[config.mk]
export PLATFORM = sky130hd
export DESIGN_NAME = multichannel_soft_pwm_top_flat
export DESIGN_NICKNAME = d
export VERILOG_FILES = /design/src/design/mspwm_pkg.sv /design/src/design/mspwm_if.sv /design/src/design/mspwm_core.sv /design/src/design/multichannel_soft_pwm_top.sv /design/src/flat_wrapper.sv
export SDC_FILE = /design/constraint.sdc
export NUM_CORES = 1
export LEC_CHECK = 0
export ABC_AREA = 1
export CAP_MARGIN = 10
export CORE_MARGIN = 4
export CORE_UTILIZATION = 40
export CTS_CLUSTER_DIAMETER = 60
export CTS_CLUSTER_SIZE = 40
export DETAILED_ROUTE_END_ITERATION = 6
export DONT_BUFFER_PORTS = 1
export PLACE_DENSITY = 0.55
export REMOVE_ABC_BUFFERS = 1
export SYNTH_ARGS = -nofsm -noshare
export SYNTH_HDL_FRONTEND = slang
export SYNTH_SLANG_ARGS = --single-unit
export TNS_END_PERCENT = 1
[constraint.sdc]
create_clock -name clk -period 3.02 [get_ports clk]
set_input_delay 0.604 -clock clk [delete_from_list [all_inputs] [get_ports clk]]
set_output_delay 0.604 -clock clk [all_outputs]
set_load 0.05 [all_outputs]
[src/design/mspwm_pkg.sv]
`timescale 1ns / 1ps
// ----------------------------------------------------------------------------
// mspwm_pkg: shared constants and types for the multichannel PWM generator
// Command and mode codes, field widths and the word types passed between
// the top level and the channel core.
// ----------------------------------------------------------------------------
package mspwm_pkg;

	// Sizes
	localparam int CHANNELS     = 16;
	localparam int PERIOD_TICKS = 100;
	localparam int CH_W         = $clog2(CHANNELS);
	localparam int CNT_W        = $clog2(CHANNELS + 1);
	localparam int PHASE_W      = 7;
	localparam int DUTY_W       = 8;
	localparam int ADUTY_W      = 7;
	localparam int CMD_W        = 3;
	localparam int CFG_IDX_W    = 2;
	localparam int CFG_DATA_W   = 16;

	// Phase counter codes
	localparam logic [PHASE_W-1:0] PHASE_IDLE = {PHASE_W{1'b1}};
	localparam logic [PHASE_W-1:0] PHASE_LAST = PHASE_W'(PERIOD_TICKS - 1);

	// Command codes
	localparam logic [CMD_W-1:0] CMD_TICK    = 3'd0;
	localparam logic [CMD_W-1:0] CMD_SET     = 3'd1;
	localparam logic [CMD_W-1:0] CMD_ENABLE  = 3'd2;
	localparam logic [CMD_W-1:0] CMD_DISABLE = 3'd3;
	localparam logic [CMD_W-1:0] CMD_EN_ALL  = 3'd4;
	localparam logic [CMD_W-1:0] CMD_DIS_ALL = 3'd5;

	// Channel mode codes
	localparam logic [1:0] MODE_START = 2'd0;
	localparam logic [1:0] MODE_RUN   = 2'd1;
	localparam logic [1:0] MODE_STOP  = 2'd2;
	localparam logic [1:0] MODE_OFF   = 2'd3;

	// Configuration register indexes
	localparam logic [CFG_IDX_W-1:0] CFG_CHANNELS = 2'd0;
	localparam logic [CFG_IDX_W-1:0] CFG_POLARITY = 2'd1;

	// One command word
	typedef struct packed {
		logic [CMD_W-1:0]  command;
		logic [CH_W-1:0]   channel;
		logic [DUTY_W-1:0] duty_value;
	} cmd_word_t;

	// Configuration seen by the core
	typedef struct packed {
		logic [CNT_W-1:0]    channels_in_use;
		logic [CHANNELS-1:0] polarity_mask;
	} cfg_word_t;

	// Result of one step
	typedef struct packed {
		logic [CHANNELS-1:0] pin_levels;
		logic [PHASE_W-1:0]  phase;
	} res_word_t;

endpackage

[src/design/mspwm_if.sv]
`timescale 1ns / 1ps
// ----------------------------------------------------------------------------
// mspwm interfaces: command, result and configuration channels
// Valid/ready channels; a word moves when valid and ready are both high.
// ----------------------------------------------------------------------------
interface mspwm_cmd_if import mspwm_pkg::*; ();
	logic                valid;
	logic                ready;
	logic [CMD_W-1:0]    command;
	logic [CH_W-1:0]     channel;
	logic [DUTY_W-1:0]   duty_value;

	modport source (output valid, command, channel, duty_value, input ready);
	modport sink   (input valid, command, channel, duty_value, output ready);
endinterface

interface mspwm_res_if import mspwm_pkg::*; ();
	logic                valid;
	logic                ready;
	logic [CHANNELS-1:0] pin_levels;
	logic [PHASE_W-1:0]  phase;

	modport source (output valid, pin_levels, phase, input ready);
	modport sink   (input valid, pin_levels, phase, output ready);
endinterface

interface mspwm_cfg_if import mspwm_pkg::*; ();
	logic                  valid;
	logic                  ready;
	logic [CFG_IDX_W-1:0]  reg_index;
	logic [CFG_DATA_W-1:0] data;

	modport source (output valid, reg_index, data, input ready);
	modport sink   (input valid, reg_index, data, output ready);
endinterface

[src/design/mspwm_core.sv]
`timescale 1ns / 1ps
// ----------------------------------------------------------------------------
// mspwm_core: channel state and single-pass command update
// Holds phase, per-channel mode, active and shadow duty and pin levels;
// applies one command word per step and presents the resulting word.
// ----------------------------------------------------------------------------
module mspwm_core import mspwm_pkg::*; (
	input  logic      clk,
	input  logic      arst_n,
	input  logic      step,
	input  cmd_word_t cmd_word,
	input  cfg_word_t cfg_word,
	output res_word_t res_word
);

	logic [PHASE_W-1:0]  phase_q;
	logic [1:0]          mode_q    [CHANNELS];
	logic [ADUTY_W-1:0]  active_q  [CHANNELS];
	logic [ADUTY_W-1:0]  pending_q [CHANNELS];
	logic [CHANNELS-1:0] levels_q;

	logic [PHASE_W-1:0]  phase_d;
	logic [1:0]          mode_d    [CHANNELS];
	logic [ADUTY_W-1:0]  active_d  [CHANNELS];
	logic [ADUTY_W-1:0]  pending_d [CHANNELS];
	logic [CHANNELS-1:0] levels_d;

	logic [CNT_W-1:0]    used;
	logic [PHASE_W-1:0]  phase_inc;
	logic                addressed;
	logic                duty_ok;

	// Clamp channel count and decode shared conditions
	always_comb begin
		used = (cfg_word.channels_in_use > CNT_W'(CHANNELS)) ? CNT_W'(CHANNELS)
			: cfg_word.channels_in_use;
		phase_inc = phase_q + PHASE_W'(1);
		addressed = {1'b0, cmd_word.channel} < used;
		duty_ok = (cmd_word.duty_value >= DUTY_W'(1))
			&& (cmd_word.duty_value <= DUTY_W'(PERIOD_TICKS));
	end

	// Advance phase on a tick; go to idle in place of the last tick, then wrap to zero
	always_comb begin
		phase_d = phase_q;
		if (cmd_word.command == CMD_TICK) begin
			phase_d = (phase_inc == PHASE_LAST) ? PHASE_IDLE : phase_inc;
		end
	end

	// Per-channel next state
	always_comb begin
		for (int i = 0; i < CHANNELS; i++) begin
			mode_d[i]    = mode_q[i];
			active_d[i]  = active_q[i];
			pending_d[i] = pending_q[i];
			levels_d[i]  = levels_q[i];
			case (cmd_word.command)
				CMD_TICK: begin
					if (CNT_W'(i) < used) begin
						case (mode_q[i])
							MODE_START: begin
								active_d[i] = pending_q[i];
								levels_d[i] = ~cfg_word.polarity_mask[i];
								mode_d[i]   = MODE_RUN;
							end
							MODE_RUN: begin
								if (phase_inc == active_q[i])
									levels_d[i] = cfg_word.polarity_mask[i];
								if (phase_inc == PHASE_LAST)
									mode_d[i] = MODE_START;
							end
							MODE_STOP: begin
								levels_d[i] = cfg_word.polarity_mask[i];
								mode_d[i]   = MODE_OFF;
							end
							default: ;
						endcase
					end
				end
				CMD_SET: begin
					if (addressed && cmd_word.channel == CH_W'(i)) begin
						if (duty_ok) begin
							pending_d[i] = cmd_word.duty_value[ADUTY_W-1:0];
						end else begin
							levels_d[i] = 1'b0;
							mode_d[i]   = MODE_STOP;
						end
					end
				end
				CMD_ENABLE: begin
					if (addressed && cmd_word.channel == CH_W'(i)) begin
						levels_d[i] = 1'b1;
						mode_d[i]   = MODE_START;
					end
				end
				CMD_DISABLE: begin
					if (addressed && cmd_word.channel == CH_W'(i)) begin
						levels_d[i] = 1'b0;
						mode_d[i]   = MODE_STOP;
					end
				end
				CMD_EN_ALL: begin
					if (CNT_W'(i) < used)
						mode_d[i] = MODE_START;
				end
				CMD_DIS_ALL: begin
					if (CNT_W'(i) < used)
						mode_d[i] = MODE_STOP;
				end
				default: ;
			endcase
		end
	end

	// Commit state on each step
	always_ff @(posedge clk or negedge arst_n) begin
		if (!arst_n) begin
			phase_q  <= PHASE_IDLE;
			levels_q <= '0;
			for (int i = 0; i < CHANNELS; i++) begin
				mode_q[i]    <= MODE_OFF;
				active_q[i]  <= '0;
				pending_q[i] <= '0;
			end
		end else if (step) begin
			phase_q  <= phase_d;
			levels_q <= levels_d;
			for (int i = 0; i < CHANNELS; i++) begin
				mode_q[i]    <= mode_d[i];
				active_q[i]  <= active_d[i];
				pending_q[i] <= pending_d[i];
			end
		end
	end

	// Result word reflects the state after this step
	assign res_word.pin_levels = levels_d;
	assign res_word.phase      = (phase_d == PHASE_IDLE) ? PHASE_LAST : phase_d;

endmodule

[src/design/multichannel_soft_pwm_top.sv]
`timescale 1ns / 1ps
// Path: a command accepted into the input register passes once through the channel
// update into the result register when that register is free or being read.
// Throughput: one command per cycle while results are taken; the result
// register parts the two sides so a new word is taken while one waits.
// Reset: all channels off, pins low, phase before zero, duty and config registers zero.
// ----------------------------------------------------------------------------
// multichannel_soft_pwm_top: multichannel PWM generator with shadow duty
// Input register, channel core and result register with valid/ready
// channels, plus the configuration registers.
// ----------------------------------------------------------------------------
module multichannel_soft_pwm_top import mspwm_pkg::*; (
	input  logic         clk,
	input  logic         arst_n,
	mspwm_cmd_if.sink    cmd,
	mspwm_res_if.source  res,
	mspwm_cfg_if.sink    cfg
);

	cmd_word_t cmd_s1;
	logic      valid_s1;
	logic      res_valid_q;
	res_word_t res_q;
	cfg_word_t cfg_q;
	res_word_t core_res;
	logic      advance;

	// Move the held word into the result register when it is free
	assign advance   = valid_s1 && (!res_valid_q || res.ready);
	assign cmd.ready = !valid_s1 || advance;
	assign cfg.ready = 1'b1;

	// Input register
	always_ff @(posedge clk or negedge arst_n) begin
		if (!arst_n) begin
			valid_s1 <= 1'b0;
		end else if (cmd.ready) begin
			valid_s1 <= cmd.valid;
		end
	end

	always_ff @(posedge clk) begin
		if (cmd.valid && cmd.ready) begin
			cmd_s1.command    <= cmd.command;
			cmd_s1.channel    <= cmd.channel;
			cmd_s1.duty_value <= cmd.duty_value;
		end
	end

	// Configuration registers; writes to unknown indexes drop
	always_ff @(posedge clk or negedge arst_n) begin
		if (!arst_n) begin
			cfg_q <= '0;
		end else if (cfg.valid) begin
			case (cfg.reg_index)
				CFG_CHANNELS: cfg_q.channels_in_use <= cfg.data[CNT_W-1:0];
				CFG_POLARITY: cfg_q.polarity_mask   <= cfg.data[CHANNELS-1:0];
				default: ;
			endcase
		end
	end

	mspwm_core u_core (
		.clk      (clk),
		.arst_n   (arst_n),
		.step     (advance),
		.cmd_word (cmd_s1),
		.cfg_word (cfg_q),
		.res_word (core_res)
	);

	// Result register
	always_ff @(posedge clk or negedge arst_n) begin
		if (!arst_n) begin
			res_valid_q <= 1'b0;
		end else if (advance) begin
			res_valid_q <= 1'b1;
		end else if (res.ready) begin
			res_valid_q <= 1'b0;
		end
	end

	always_ff @(posedge clk) begin
		if (advance)
			res_q <= core_res;
	end

	assign res.valid      = res_valid_q;
	assign res.pin_levels = res_q.pin_levels;
	assign res.phase      = res_q.phase;

`ifndef SYNTH
	// A new result only follows a held command word
	assert property (@(posedge clk) disable iff (!arst_n)
		$rose(res_valid_q) |-> $past(valid_s1))
		else $error("result appeared without a held command");

	// Phase shown never passes the last tick of the period
	assert property (@(posedge clk) disable iff (!arst_n)
		res_valid_q |-> (res_q.phase <= PHASE_LAST))
		else $error("phase out of range");

	// A full input stage with a stalled result blocks new commands
	assert property (@(posedge clk) disable iff (!arst_n)
		(valid_s1 && res_valid_q && !res.ready) |-> !cmd.ready)
		else $error("command taken while pipeline is stalled");
`endif

endmodule
[src/flat_wrapper.sv]
// flat-port wrapper written by rule: the top's interface ports become plain ports
module multichannel_soft_pwm_top_flat import mspwm_pkg::*;
  (clk, arst_n, cmd_valid, cmd_command, cmd_channel, cmd_duty_value, cmd_ready, res_valid, res_pin_levels, res_phase, res_ready, cfg_valid, cfg_reg_index, cfg_data, cfg_ready);
  mspwm_cmd_if cmd_i ();
  mspwm_res_if res_i ();
  mspwm_cfg_if cfg_i ();
  input  logic clk;
  input  logic arst_n;
  input wire logic [$bits(cmd_i.valid)-1:0] cmd_valid;
  input wire logic [$bits(cmd_i.command)-1:0] cmd_command;
  input wire logic [$bits(cmd_i.channel)-1:0] cmd_channel;
  input wire logic [$bits(cmd_i.duty_value)-1:0] cmd_duty_value;
  output wire logic [$bits(cmd_i.ready)-1:0] cmd_ready;
  output wire logic [$bits(res_i.valid)-1:0] res_valid;
  output wire logic [$bits(res_i.pin_levels)-1:0] res_pin_levels;
  output wire logic [$bits(res_i.phase)-1:0] res_phase;
  input wire logic [$bits(res_i.ready)-1:0] res_ready;
  input wire logic [$bits(cfg_i.valid)-1:0] cfg_valid;
  input wire logic [$bits(cfg_i.reg_index)-1:0] cfg_reg_index;
  input wire logic [$bits(cfg_i.data)-1:0] cfg_data;
  output wire logic [$bits(cfg_i.ready)-1:0] cfg_ready;
  assign cmd_i.valid = cmd_valid;
  assign cmd_i.command = cmd_command;
  assign cmd_i.channel = cmd_channel;
  assign cmd_i.duty_value = cmd_duty_value;
  assign cmd_ready = cmd_i.ready;
  assign res_valid = res_i.valid;
  assign res_pin_levels = res_i.pin_levels;
  assign res_phase = res_i.phase;
  assign res_i.ready = res_ready;
  assign cfg_i.valid = cfg_valid;
  assign cfg_i.reg_index = cfg_reg_index;
  assign cfg_i.data = cfg_data;
  assign cfg_ready = cfg_i.ready;
  multichannel_soft_pwm_top u_core (.clk(clk), .arst_n(arst_n), .cmd(cmd_i), .res(res_i), .cfg(cfg_i));
endmodule
==> results of run 1 <==
critical path, delay by kind of cell (launching register included):
| family | cells | cell delay (ns) |
|---|---|---|
| compound gates | 1 | 0.11 |
| fa+ha+maj | 1 | 0.25 |
| buf+inv | 1 | 0.13 |
| flops | 1 | 0.59 |
| simple gates | 11 | 1.44 |
kinds of logic (layout without fill, tap and decap cells):
| group | Yosys count | count (layout) |
|---|---|---|
| mux | 68 | 68 |
| fa+ha+maj | 30 | 30 |
| buf+inv | 287 | 335 |
| xor+xnor | 40 | 40 |
| compound gates | 340 | 340 |
| simple gates | 1006 | 1006 |
| flops | 340 | 340 |
| other cells | 1 | 1 |
sequential cells by signal (all words and copies together) (netlist names):
name / cells
u_core.res.valid: 1
u_core.res.phase: 7
u_core.cfg_q: 21
u_core.u_core.active_q: 112
u_core.u_core.phase_q: 7
u_core.u_core.levels_q: 16
u_core.cmd_s1: 15
u_core.res.pin_levels: 16
u_core.u_core.pending_q: 112
u_core.valid_s1: 1
u_core.u_core.mode_q: 32
routing by layer:
layer	routed length, um	GRT usage, %	vias to the layer above
met1	24800	31.2	6827
met3	2990	4.31	95
met2	24300	36.0	375
li1	-	-	6867
met4	1600	7.10	0
met5	0	0	-
where the power goes:
| part | internal, mW | switching (mW) | leakage [nW] |
|---|---|---|---|
| combinational | 1.97 | 4.00 | 4.92 |
| clock | 2.55 | 2.15 | 0.605 |
| sequential | 5.73 | 1.06 | 4.18 |
| total | 10.2 | 7.20 | 9.71 |
layout make-up:
cell class / count / area (um2) / area share (%)
Sequential cell: 340 / 8750 / 44.4
Inverter: 216 / 811 / 4.11
Timing Repair Buffer: 55 / 438 / 2.22
Clock buffer: 40 / 947 / 4.81
Tap cell: 585 / 732 / 3.71
Multi-Input combinational cell: 1485 / 7740 / 39.3
Clock inverter: 24 / 295 / 1.50
cell usage after synthesis (6+ instances only):
library cell and instances:
nand2_1 610, dfrtp_1 263, inv_1 209, o21ai_0 184, nor2_1 178, nand3_1 100, a21oi_1 71, mux2_2 67
dfstp_2 39, edfxtp_1 38, ha_1 30, o21ai_1 30, xor2_1 29, clkbuf_1 28, buf_2 27, nor2_2 22
nand3_2 19, o211ai_1 18, nor3_1 15, a31oi_1 14, nand2_2 13, nand2_4 12, xnor2_1 11, buf_4 8
nand4_1 8, a211oi_1 7, or2_2 7, o2111ai_1 6
through the flow:
step / hold WS (ns) / utilization [%]
floorplan: 0.308 / -
global route: -0.265 / 45.4
detailed placement: 0.327 / 42.6
CTS: -0.271 / 45.4
global placement: 0.328 / 42.6
finish: -0.238 / 45.4
repair_timing:
item                       4_1_cts  5_1_grt
hold endpoints to repair       285      271
setup buffers                    0        0
gates resized for setup          0        1
setup endpoints to repair        0        4
final timing paths:
check	end	slack (ns)
max in group asynchronous	u_core.u_core.active_q[95]$_DFFE_PN0P_	2.70
hold reg to reg	u_core.u_core.pending_q[9]$_DFFE_PN0P_	0.48
min in group clk	u_core.cmd_s1[11]$_DFFE_PP_	0.14
hold / removal	u_core.u_core.pending_q[64]$_DFFE_PN0P_	-0.24
setup / recovery	u_core.res.phase[2]$_SDFFCE_PN0P_	0.25
setup reg to reg	u_core.res.phase[2]$_SDFFCE_PN0P_	0.25
==> run summary, run 1 <==
CP max-delay cell: dfstp_2
core area: 43400 um2
CP Cell Sequence: ha_1 -> nand2_4 -> nand2_2 -> nand3_1 -> nor2_1 -> nand4_1 -> nand2_1 -> inv_2 -> nand2_1 -> o21ai_0 -> nor2_1 -> nand2_1 -> nor2_2 -> nor2_1
failing checks: hold timing
Worst Hold Class: in2async
Leakage Power: 9.71 nW
XOR/XNOR Fraction of Synth Area: 1.98%
Post-Syn Area: 17700 um2
Max Clk Rate: 0.361 GHz
Worst Setup SP: u_core.u_core.phase_q[1]$_DFFE_PN1P_
1st-pass router iterations: 5
fraction of registers with async set/reset: 88.8%
post-synth top area share: 37.2%
Overall Power: 17.4 mW
Synth Area in Adders: 2.12%
Post-DP Area: 18500 um2
max-cap violations: 0
crit path capture type: flip-flop
required time worst endpoint: 3.32 ns
starting density of the core: 40.8%
Die ar.: 47600 um2
CTS tree: yes
placed cells: 2681
Max Root-Sink Buffers: 3
post-synthesis cell type count: 50
CP Data Arrival Time: 3.07 ns
drt drc: 0
largest net degree at the start of global routing: 303
vias in the first global route: 13.8k
Die Y: 218 um
CP Class: reg2reg
worst slew pin tran: 1.02 ns
initial antenna violation count: 0
# setup viols final: 0
main combinational cell family by area after synthesis: simple AND/OR/NAND/NOR gates
synthesized area per cell: 8.37 um2
DIE WIDTH: 218 um
vias per cell: 5.16
setup TNS: 0 ns
first-pass GRT wire length: 81800 um
RSZ-0062 raised after global routing: no
layout net count: 2202
Setup WS pre-CTS: 0.294 ns
final worst setup slack: 0.248 ns
GRT Total Usage: 22.6%
global route overflow: 0
final period utilization: 91.8%
Rows: 76
Top Ports: 64
dominant cell type by area after synthesis: dfrtp_1
ys flop type: dfrtp_1
H-tree levels: 2
commonest non-fill, non-tap cells in the layout: nand2_1, dfrtp_1, inv_1
HPWL Detailed: 36300 um
Final Instance Area: 19700 um2
antenna cell count: 0
slew margin rel.: 31.7%
DRT antenna net count: 0
Vias: 14.2k
Max Slew Vio Count: 0
Worst IR Drop VDD: 0.000511 V
run status: finished, violations left
worst clock skew: 0.0145 ns
Post-Synth Simple-Gate Area: 24.9%
register area share after synthesis: 49.5%
Fillers: 4327
layout cells sized above 1: 14.7%
Yosys reg bits: 340
clk root buf: clkbuf_16
CTS Buf Count: 36
area delta synth->final: 11.5%
drt total wl: 53600 um
R2R depth: 14
proportion of synthesized area in mux cells: 4.32%
final hold slack: -0.238 ns
Synth Instances: 2112
Yosys warning count: 0
routability congestion estimate: 0.913
Final Non-Filler Cells: 2745
Critical Path Start Type: flip-flop
post-DR wirelength/cell: 19.5 um
minimum clock period: 2.77 ns
clock-pin slew on the worst setup and hold paths: 0.07 ns
PD cells: 885 nW/um2
drt first-iter violations: 988
Crit Path Max Fanout: 13
worst skew pair latency: 0.56 ns
Buffers on Ports: 0
Compound-Gate Fraction of Synth Area: 10.3%
Fin. Hold Viols: 264
top post-synthesis cells by area: dfrtp_1, nand2_1, edfxtp_1
Clock Sinks: 340
critical path's largest stage delay: 0.59 ns
commonest non-fill, non-tap cell in the layout: nand2_1
reg2reg start: u_core.u_core.phase_q[1]$_DFFE_PN1P_
EDFF count, synth: 38
No activity file was read; power rests on OpenSTA's default activity.
==> run 2, diff against run 1 <==
==> constraint.sdc (replaced) <==
create_clock -name clk -period 3.02 [get_ports clk]
set_input_delay 0.604 -clock clk [delete_from_list [all_inputs] [get_ports clk]]
set_output_delay 0.604 -clock clk [all_outputs]
set_load 0.1 [all_outputs]
==> run summary, run 2 (synthesis results as in run 1) <==
sequential share of power: 40.1% (+1.2 points)
Max Clk Rate: 0.361 GHz (about the same)
switching share of power: 42.1% (+0.80 points)
failing checks: hold timing
commonest non-fill, non-tap cell in the layout: nand2_1
Gate power share: 34.0% (-0.2 points)
layout cells sized above 1: 14.4% (-0.35 points)
Die ar.: 47600 um2 (unchanged)
CTS tree: yes
starting density of the core: 40.8% (unchanged)
commonest non-fill, non-tap cells in the layout: nand2_1, dfrtp_1, inv_1
slew margin rel.: 29.7% (-2.0 points)
post-CTS sizing: 0 (unchanged)
first-pass GRT wire length: 82100 um (+0.31%)
Fin. Hold Viols: 263 (-0.38%)
HPWL Detailed: 36900 um (+1.7%)
DRT antenna net count: 0 (unchanged)
R2R depth: 11 (-3)
RSZ-0062 raised after global routing: no
post-DR wirelength/cell: 19.5 um (about the same)
registers with the most flip-flops: u_core.u_core.active_q x112, u_core.u_core.pending_q x112, u_core.u_core.mode_q x32
crit path capture type: flip-flop
drt drc: 0 (unchanged)
CP Class: reg2reg
final hold slack: -0.237 ns (+0.00129 ns)
Final Instance Area: 19700 um2 (-0.14%)
Max Root-Sink Buffers: 3 (unchanged)
Fillers: 4350 (+0.53%)
run status: finished, violations left
largest net degree at the start of global routing: 303 (unchanged)
worst skew pair latency: 0.55 ns (about the same)
Rows: 76 (unchanged)
required time worst endpoint: 3.41 ns (+0.09 ns)
Post-CTS Setup Repair Bufs: 0 (unchanged)
Crit Path Max Fanout: 14 (+1)
Top Ports: 64 (unchanged)
CP Data Arrival Time: 3.17 ns (+0.10 ns)
GRT Total Usage: 22.6% (+0.023 points)
worst slew pin tran: 1.05 ns (+0.0300 ns)
max-cap violations: 0 (unchanged)
Clock Sinks: 340 (unchanged)
post-layout util: 45.4% (-0.063 points)
initial antenna violation count: 3 (+3)
final period utilization: 91.8% (about the same)
DIE WIDTH: 218 um (unchanged)
clk root buf: clkbuf_16
# setup viols final: 0 (unchanged)
routability congestion estimate: 0.916 (+0.26%)
H-tree levels: 2 (unchanged)
internal power: 10.2 mW (-0.17%)
area delta synth->final: 11.3%
drt first-iter violations: 1127 (+14%)
Post-DP Area: 18500 um2 (about the same)
core area: 43400 um2 (unchanged)
vias per cell: 5.20 (+0.70%)
Vias: 14.3k (+0.63%)
Die Y: 218 um (unchanged)
crit path to: u_core.u_core.pending_q[28]$_DFFE_PN0P_
Worst Setup SP: u_core.cmd_s1[0]$_DFFE_PP_
drt total wl: 53600 um (about the same)
Psw: 7.43 mW (+3.2%)
Worst IR Drop VDD: 0.000403 V (-21%)
reg2reg start: u_core.cmd_s1[0]$_DFFE_PP_
Max Slew Vio Count: 0 (unchanged)
vias in the first global route: 13.7k (-0.71%)
worst clock skew: 0.0151 ns (+0.000549 ns)
placed cells: 2680 (-0.037%)
Final Non-Filler Cells: 2743 (-0.073%)
Worst Hold Class: in2async
PD cells: 897 nW/um2 (+1.4%)
r2r endpoint: u_core.u_core.pending_q[28]$_DFFE_PN0P_
layout net count: 2199 (-0.14%)
minimum clock period: 2.77 ns (+0.000863 ns)
Clk pwr share: 25.9% (-1.0 points)
Overall Power: 17.7 mW (+1.2%)
CTS Buf Count: 34 (-5.6%)
clock-pin slew on the worst setup and hold paths: 0.07 ns (about the same)
Leakage Power: 9.69 nW (-0.22%)
global route overflow: 0 (unchanged)
internal reg-to-reg setup slack: 0.25 ns (about the same)
Buffers on Ports: 0 (unchanged)
1st-pass router iterations: 7 (+2)
Critical Path Start Type: flip-flop
==> run 2: how the worst min path moves through the flow <==
stage | from | end | cells after the start
3_3_place_gp | arst_n | u_core.u_core.pending_q[64]$_DFFE_PN0P_ | 0
6_report | arst_n | u_core.u_core.active_q[65]$_DFFE_PN0P_ | 0
3_5_place_dp | arst_n | u_core.u_core.active_q[63]$_DFFE_PN0P_ | 0
4_1_cts | arst_n | u_core.u_core.active_q[63]$_DFFE_PN0P_ | 0
2_1_floorplan | arst_n | u_core.cfg_q[0]$_DFFE_PN0P_ | 0
5_1_grt | arst_n | u_core.u_core.active_q[63]$_DFFE_PN0P_ | 0
==> run 2: layer usage <==
layer  share of wire (%)  up-vias  global-route usage [%]
met3                 5.8       79                    3.73
li1                    -     6865                       -
met1                  46     6911                    32.0
met2                  45      398                    35.6
met4                 2.8        0                    7.14
met5                   0        -                       0
==> run 2: power by group through the flow <==
stage	clock network, mW	registers [mW]	logic [mW]
global route	4.86	7.19	6.71
global placement	0	7.11	5.92
detailed placement	0	7.14	5.99
finish	4.57	7.08	6.01
floorplan	0	6.97	3.94
CTS	4.69	7.06	6.02
==> run 2: critical path: stages (launching register included) <==
cell and delay, ns:
edfxtp_1 0.44, nor2_1 0.17, o211ai_1 0.10, nand3_1 0.07, nand2_1 0.06, nor2_2 0.39, nand2_1 0.19, nor2_4 0.48
nand4_1 0.29, buf_4 0.27, nand2_1 0.06, o21ai_0 0.07
==> run 2: cell type report <==
type | count | area (um2) | share of cell area (%)
multi-input cells | 1485 | 7730 | 39.3
clock buffers | 45 | 976 | 4.96
repair buffers | 54 | 443 | 2.25
flip-flops and latches | 340 | 8750 | 44.4
clock inverters | 17 | 234 | 1.19
inverters | 216 | 811 | 4.12
well taps | 585 | 732 | 3.72
diodes | 1 | 2.50 | 0.0127
==> run 2: metrics by stage <==
stage	setup WS, ns	setup TNS [ns]
floorplan	-0.628	-18.46
global placement	0.271	0
detailed placement	0.258	0
CTS	0.253	0
global route	0.0140	0
finish	0.248	0
